===== src/rtl/core/aae_pkg.sv =====
package aae_pkg;

  localparam logic [31:0] ALL_ONES = 32'hFFFF_FFFF;
  localparam logic [31:0] FIRST_QTR = 32'h4000_0000;
  localparam logic [15:0] RESCALE_LIMIT = 16'h8000;
  localparam logic [8:0] PENDING_MAX = 9'd480;
  localparam logic [6:0] MAX_RESULTS = 7'd64;
  localparam logic [3:0] BYTE_BITS = 4'd8;

  localparam logic REQ_ENCODE = 1'b0;
  localparam logic REQ_FINISH = 1'b1;

  typedef enum logic [3:0] {
    ST_INIT,
    ST_IDLE,
    ST_WALK,
    ST_MUL,
    ST_DIV_HI,
    ST_DIV_LO,
    ST_RENORM,
    ST_EMIT_FIRST,
    ST_EMIT_PEND,
    ST_EMIT_ZERO,
    ST_RESCALE,
    ST_UPDATE
  } back_state_t;

  typedef struct packed {
    logic       finish;
    logic [7:0] symbol;
  } item_t;

endpackage


===== src/rtl/core/aae_fifo.sv =====
module aae_fifo
  import aae_pkg::*;
#(
  parameter int DEPTH = 2
) (
  input  logic  clk,
  input  logic  rst,
  input  logic  push,
  input  item_t push_item,
  output logic  full,
  output logic  valid,
  output item_t head,
  input  logic  pop
);

  localparam int PW = (DEPTH > 1) ? $clog2(DEPTH) : 1;
  localparam int CW = $clog2(DEPTH + 1);

  item_t         slots [DEPTH];
  logic [PW-1:0] wr_ptr;
  logic [PW-1:0] rd_ptr;
  logic [CW-1:0] count;

  assign full = count == CW'(DEPTH);
  assign valid = count != '0;
  assign head = slots[rd_ptr];

  always_ff @(posedge clk) begin
    if (push) begin
      slots[wr_ptr] <= push_item;
    end
    if (rst) begin
      wr_ptr <= '0;
      rd_ptr <= '0;
      count <= '0;
    end else begin
      if (push) begin
        wr_ptr <= (wr_ptr == PW'(DEPTH - 1)) ? '0 : wr_ptr + 1'b1;
      end
      if (pop) begin
        rd_ptr <= (rd_ptr == PW'(DEPTH - 1)) ? '0 : rd_ptr + 1'b1;
      end
      if (push && !pop) begin
        count <= count + 1'b1;
      end else if (pop && !push) begin
        count <= count - 1'b1;
      end
    end
  end

endmodule


===== config.mk =====
export PLATFORM = sky130hd
export DESIGN_NAME = aae_fifo
export DESIGN_NICKNAME = d
export VERILOG_FILES = /design/src/rtl/core/aae_pkg.sv /design/src/rtl/core/aae_fifo.sv
export SDC_FILE = /design/constraint.sdc
export NUM_CORES = 1
export LEC_CHECK = 0
export ABC_AREA = 1
export BUFFER_PORTS_ARGS = -buffer_cell sky130_fd_sc_hd__buf_2
export CAP_MARGIN = 10
export CORE_MARGIN = 2
export CORE_UTILIZATION = 50
export DETAILED_ROUTE_END_ITERATION = 6
export GPL_TIMING_DRIVEN = 0
export PLACE_DENSITY_LB_ADDON = 0.2
export SYNTH_ARGS = -nofsm -noshare
export SYNTH_HDL_FRONTEND = slang
export SYNTH_SLANG_ARGS = --single-unit

===== constraint.sdc =====
create_clock -name clk -period 1.98 [get_ports clk]
set_input_delay 0.099 -clock clk [delete_from_list [all_inputs] [get_ports clk]]
set_output_delay 0.099 -clock clk [all_outputs]
set_load 0.01 [all_outputs]

# == Word-level counts from Yosys, hierarchy flattened ==
# Memories as Yosys holds them, arrays and structs flattened. A register that Yosys moved wholly into a read port is not among the register bits.
# Cells that the tools add are included.
# word_totals
in_bits,13
n_memories,1
wordCells,23
register_bits,4
out_inout_bits,11
ram_bits,18
# op_classes
mux,8
n_eq_ne,1
n_reduce_logical,6
addsub,4
# memory_table
name,words,width,rd,rd_ports_with_merged_regs,write_ports,line,text
slots,2,9,1,1,1,aae_fifo.sv:19,item_t slots [DEPTH];
# op_table
cell,count
$mux 1,6
$mux 2,2
$reduce_bool 2->1,2
$add 1x1->1 const B,2
$add 2x1->2 const B,1
$eq 2x2->1 const B,1
$logic_and 1x1->1,2
$logic_not 1->1,2
$sub 2x1->2 const B,1

# == Depth between registers and ports, before layout ==
# Gate-level depths: netlist (run 1).
# logic_depth
depth_word,4
ltp_mapped,8
ltp_nobuf,8

# == Worst setup path after synthesis (run 1) ==
# No wires, ideal clock.
# synth_timing
path_type,register -> register
from,reg wr_ptr
to,"mem slots[0][0] in the netlist's numbering, enable pin"
path_stages_with_launch,2
setup_ps,374
arrival_time_ps,729
setup_slack_ps,877
synth_period_minus_slack_ps,1103
required_ps,1606
n_path_buf,0
cell_sequence,dfxtp_1 nor2_1
# synth_rtl
item,line,text
"start, declared",aae_fifo.sv:20,logic [PW-1:0] wr_ptr;
"start signal, assigned",aae_fifo.sv:38,wr_ptr <= (wr_ptr == PW'(DEPTH - 1)) ? '0 : wr_ptr + 1'b1;
"end, declared",aae_fifo.sv:19,
# No word-level cell before the write port.

==> impl_metrics.yaml, run 1 <==
yosys:
  avgSynthCellArea_um2: 15.0
  synth_nets: 75
  ys_ff_latch: 23
  syn_inst: 61
  ys_warn_count: 0
  synthesis.area_um2: 916
  ys_types: 16
  seq_area_frac_synth_pct: 69.9
floorplan:
  die_area_um2: 2190
  start_util_pct: 53.0
  fp-row-count: 15
  ioPinCount: 24
  die_h_um: 46.8
  core_um2: 1730
  die_w_um: 46.8
sta:
  fin_crit_ns: 1.36
  rsz0062_at_grt: "false"
  timing.final.hold_violations: 0
  fin_crit_sh_pct: 68.5
  slew_viol_final: 0
  setup_viol: 0
  fin_skew_ns: 0.00313
  tightest_slew_ns: 0.693
  relSlewSlack_pct: 53.6
  tns_ns: 0
  max_clock_freq_mhz: 738
setup_path:
  critical_path_arrival_ns: 1.26
  criticalPathCategory: "reg -> out"
  end_kind: "output pin"
  worstPathMaxFanout: 9
  worstSetupStartpointType: "flop"
  worst_ep_required_time_ns: 1.88
clocking:
  clk_latency_ns: 0.29
  cts_tree: "done"
  clockBufferDepth: 2
  cts.clk_slew.worst_paths_ns: 0.11
  cts_resized: 0
  htreeDepth: 1
  clock-sinks: 23
  post_cts_buffers: 0
  numCtsBuffers: 3
  clockRootBuffer: "clkbuf_4"
routing:
  drtIter0Drc: 10
  totalWireLength_um: 1260
  firstDrtPassIters: 4
  vias: 546
  wl_per_cell_um: 10.2
  drc: 0
  via_per_inst: 4.44
  postRouteAntennaNets: 0
final_layout:
  syn_to_final_growth_pct: 29.8
  postLayoutCellArea_um2: 1190
  drive_above_1_share_pct: 38.8
  antenna-diode-count: 0
  fin_nets: 113
run_status:
  status: "complete, no violations"
global_route:
  grt_pass1_vias: 460
  grt_max_degree: 13
  grt_usage_pct: 12.9
  antenna_found_initial: 0
  grt-ovfl-total: 0
  grt_pass1_wl_um: 1860
pwr:
  power.density_nw_per_um2: 774
  irDropWorstVdd_v: 0.000496
  total_leakage_power_nw: 0.523
  total_power_w: 0.000919
placed_design:
  gp_congestion: 0.642
  place_area_um2: 1060
  numPortBuffers: 23
  hpwl_um: 876
job:
  maxCapViolCount: 0
worst_hold_path:
  min_path_type: "in -> reg"
[per-layer routing]
metal	global-route usage, %	up-vias	part of all wire, %
met2	21.9	18	55
met3	4.62	2	6.0
met1	13.4	244	38
li1	-	282	-
met5	0	-	0
met4	8.33	0	0.79
[synthesized netlist by cell type]
library cell	n	area share, %
nor2_1	6	2.5
buf_6	1	1.2
nand4_1	1	0.68
a21oi_1	1	0.55
edfxtp_1	18	59
inv_2	1	0.41
nand3_1	1	0.55
inv_1	8	3.3
nand2_1	5	2.0
ha_1	1	1.4
nor3_1	1	0.55
mux2_4	9	15
nand2_2	1	0.68
o21ai_0	1	0.55
dfxtp_1	5	11
xnor2_1	1	0.96
[stage by stage]
step / hold WS, ns / setup WS, ns / instances / util [%]
6_report: 0.0764 / 0.625 / 123 / 68.8
2_1_floorplan: 0.171 / 0.877 / 61 / -
5_1_grt: 0.0706 / 0.568 / 123 / 68.8
3_3_place_gp: 0.287 / 0.699 / 109 / 61.5
3_5_place_dp: 0.293 / 0.730 / 109 / 61.5
4_1_cts: 0.0665 / 0.610 / 123 / 68.8
[final timing paths]
| check | startpoint | end | slack [ns] | cells past startpoint |
|---|---|---|---|---|
| max | flop | head[4] | 0.62 | 3 |
| min reg2reg | wr_ptr | wr_ptr | 0.52 | 2 |
| max reg2reg | wr_ptr | slots[0][6] | 0.74 | 1 |
| min | pop | rd_ptr | 0.08 | 3 |
[state kept, by name, indices dropped and copies added (netlist names), named ones only]
name    count
wr_ptr      1
slots      18
rd_ptr      1
count       2
[worst max-delay path, cell delays in order (launching register included)]
cell and delay (ns):
dfxtp_1 0.34, buf_6 0.17, mux2_4 0.31, buf_2 0.14
[power by group]
group,switching (W),total [W],internal (W)
Sequential,0.0000104,0.000563,0.000553
Combinational,0.0000708,0.000156,0.0000853
Clock,0.000122,0.000200,0.0000784
[kinds of logic (layout without fill, tap and decap cells)]
| family | count (synthesis) | after routing | synth area share, % |
|---|---|---|---|
| and+or+nand+nor | 15 | 15 | 6.97 |
| buffers and inverters | 10 | 47 | 4.92 |
| adders and majority gates | 1 | 1 | 1.37 |
| muxes | 9 | 9 | 14.8 |
| DFF | 23 | 23 | 69.9 |
| AOI/OAI and AO/OA | 2 | 2 | 1.09 |
| xor gates and xnor gates | 1 | 1 | 0.956 |
[final cells by class]
type | instances | area [um2]
clock buffers | 4 | 26.3
inverters | 9 | 33.8
fillers | 136 | 538
repair buffers | 33 | 215
multi-input cells | 28 | 230
plain buffers | 1 | 11.3
flip-flops and latches | 23 | 641
well taps | 25 | 31.3
[cell usage in the layout (no fill, tap or decap)]
cell type	n
nor3_1	1
nand3_1	1
mux2_4	9
ha_1	1
inv_1	8
dfxtp_1	5
buf_6	1
nor2_1	6
o21ai_0	1
inv_2	1
buf_2	23
xnor2_1	1
a21oi_1	1
clkbuf_1	1
nand4_1	1
dlygate4sd3_1	10
nand2_2	1
edfxtp_1	18
nand2_1	5
clkbuf_4	3
[timing repair]
action,CTS,global route
hold endpoints to repair,21,0
endpoints found under the setup margin,0,0
hold buffers,10,0
Note: power is estimated with default switching activity, not from simulation.
==> run 2: changes to the inputs <==
Settings changed: CORE_UTILIZATION 50 to 45.
Clock period 1.98 ns to 1.15 ns, I/O delays scaled along.
==> run 2 against run 1 <==
The flow now finishes with violations (negative setup slack). Critical path depth did not move. First-iteration DRC count shrank 50%. Die area increased by 10%. Combinational power rose by 110%. Power rose by 79%. Largest cell class unchanged. Clock skew decreased by 0.0019 ns. Highest routed layer unchanged. Clock-buffer cell count shrank 1. Wire length is 15% higher. Worst setup slack lost 0.76 ns. Clock power rose by 73%.
==> impl_metrics.yaml, run 2 (same netlist as run 1, synthesis figures left out) <==
floorplan:
  ioPinCount: 24
  fp-row-count: 16
  start_util_pct: 47.2
  die_h_um: 49.1
  die_area_um2: 2410
  die_w_um: 49.1
  core_um2: 1940
job:
  maxCapViolCount: 0
setup_path:
  criticalPathCategory: "reg -> out"
  r2r_start: "wr_ptr"
  path_cells: "buf_6 > mux2_4 > buf_6"
  worstPathMaxFanout: 5
  r2r-end: "slots[0][1]"
  end_kind: "output pin"
  critical_path_arrival_ns: 1.23
  r2r_slack_ns: 0.07
  reg2reg_depth: 1
  cpPeakStageDelay_ns: 0.37
  worst_ep_required_time_ns: 1.09
  critical-path-slowest-cell: "dfxtp_2"
  cp_common_cell: "buf_6"
  worstSetupStartpointType: "flop"
global_route:
  grt_pass1_wl_um: 2340
  grt-ovfl-total: 0
  grt_usage_pct: 13.5
  antenna_found_initial: 0
  grt_max_degree: 14
  grt_pass1_vias: 534
final_layout:
  drive_above_1_share_pct: 42.4
  stdcell_count: 126
  mostFrequentLayoutCells: "edfxtp_1 (18), buf_2 (14), buf_6 (11), dlygate4sd3_1 (10), mux2_4 (9)"
  fin_nets: 114
  post-route-util_pct: 65.1
  largest_register_ffs: 18
  layout_commonest_cell: "edfxtp_1"
  max_flop_register: "slots"
  reg_top3: "slots x18, count x2"
  fill_cells: 157
  postLayoutCellArea_um2: 1260
  antenna-diode-count: 0
  syn_to_final_growth_pct: 38.0
routing:
  drc: 0
  postRouteAntennaNets: 0
  drtIter0Drc: 5
  via_per_inst: 4.28
  totalWireLength_um: 1450
  vias: 539
  wl_per_cell_um: 11.5
  firstDrtPassIters: 2
worst_hold_path:
  min_from: "pop"
  min_path_type: "in -> reg"
  holdPathStages: 3
pwr:
  internal_power_w: 0.00127
  total_leakage_power_nw: 0.551
  combPwrFrac_pct: 19.7
  pwr-share-clk_pct: 21.1
  total_power_w: 0.00165
  power.density_nw_per_um2: 1300
  switching_power_w: 0.000374
  swShare_pct: 22.7
  seqPwrFrac_pct: 59.2
  irDropWorstVdd_v: 0.000863
sta:
  tightest_slew_ns: 0.461
  rsz0062_at_grt: "true"
  setup_viol: 9
  fin_skew_ns: 0.00118
  fin_crit_sh_pct: 112
  slew_viol_final: 0
  tns_ns: -1.12
  fin_crit_ns: 1.29
  max_clock_freq_mhz: 777
  relSlewSlack_pct: 69.2
  timing.final.hold_violations: 0
  setup_ws_ns: -0.137
clocking:
  numCtsBuffers: 3
  clockBufferDepth: 2
  htreeDepth: 1
  cts_tree: "done"
  clockRootBuffer: "clkbuf_4"
  clock-sinks: 23
  clk_latency_ns: 0.29
  cts.clk_slew.worst_paths_ns: 0.12
placed_design:
  place_inst: 111
  hpwl_um: 940
  gp_congestion: 0.623
  numPortBuffers: 23
  place_area_um2: 1060
run_status:
  status: "finished, violations left"
  violations: "negative setup slack"
-- run 2: cell type report --
| cell class | count | area [um2] | area share (%) |
|---|---|---|---|
| clock inverters | 1 | 5.00 | 0.396 |
| clock buffers | 3 | 22.5 | 1.78 |
| repair buffers | 34 | 283 | 22.4 |
| inverters | 9 | 33.8 | 2.67 |
| multi-input cells | 28 | 233 | 18.4 |
| plain buffers | 1 | 11.3 | 0.891 |
| flip-flops and latches | 23 | 642 | 50.8 |
| well taps | 27 | 33.8 | 2.67 |
-- run 2: how the worst max path moves through the flow --
stage,end,slack [ns],depth (start not counted)
global placement,slots[0][1],-0.18,1
floorplan,slots[0][0],0.05,1
finish,head[5],-0.14,3
CTS,head[3],-0.15,3
detailed placement,slots[0][4],-0.17,1
global route,head[5],-0.20,3
-- run 2: routing by layer --
metal | vias to the layer above | wire length [um] | GRT usage (%)
met5 | - | 0 | 0
met4 | 0 | 13 | 7.14
met3 | 2 | 51 | 3.07
met2 | 12 | 801 | 23.4
met1 | 240 | 586 | 15.3
li1 | 285 | - | -
-- run 2: critical path, delay by kind of cell (launching register included) --
family,cells,cell delay [ns]
flops,1,0.37
mux,1,0.31
buf+inv,2,0.26
-- run 2: power groups by stage --
stage               Combinational (W)  Clock, W  Sequential (W)
detailed placement           0.000249         0        0.000990
global placement             0.000244         0        0.000987
global route                 0.000353  0.000399        0.000980
floorplan                    0.000166         0        0.000985
finish                       0.000324  0.000347        0.000974
CTS                          0.000328  0.000364        0.000975
-- run 2: per-stage QoR --
stage | setup WS, ns | hold WS, ns
2_1_floorplan | 0.0468 | 0.130
3_3_place_gp | -0.178 | 0.246
3_5_place_dp | -0.172 | 0.252
4_1_cts | -0.154 | 0.0360
5_1_grt | -0.202 | 0.0407
6_report | -0.137 | 0.0374
-- run 2: repair_timing --
action                     in CTS  in global routing
hold buffers                   10                  0
pin swaps                       0                  0
gates resized for setup        13                  0
buffers inserted                0                  0
gates cloned                    1                  0
hold endpoints to repair       21                  0
setup endpoints to repair      18                  9
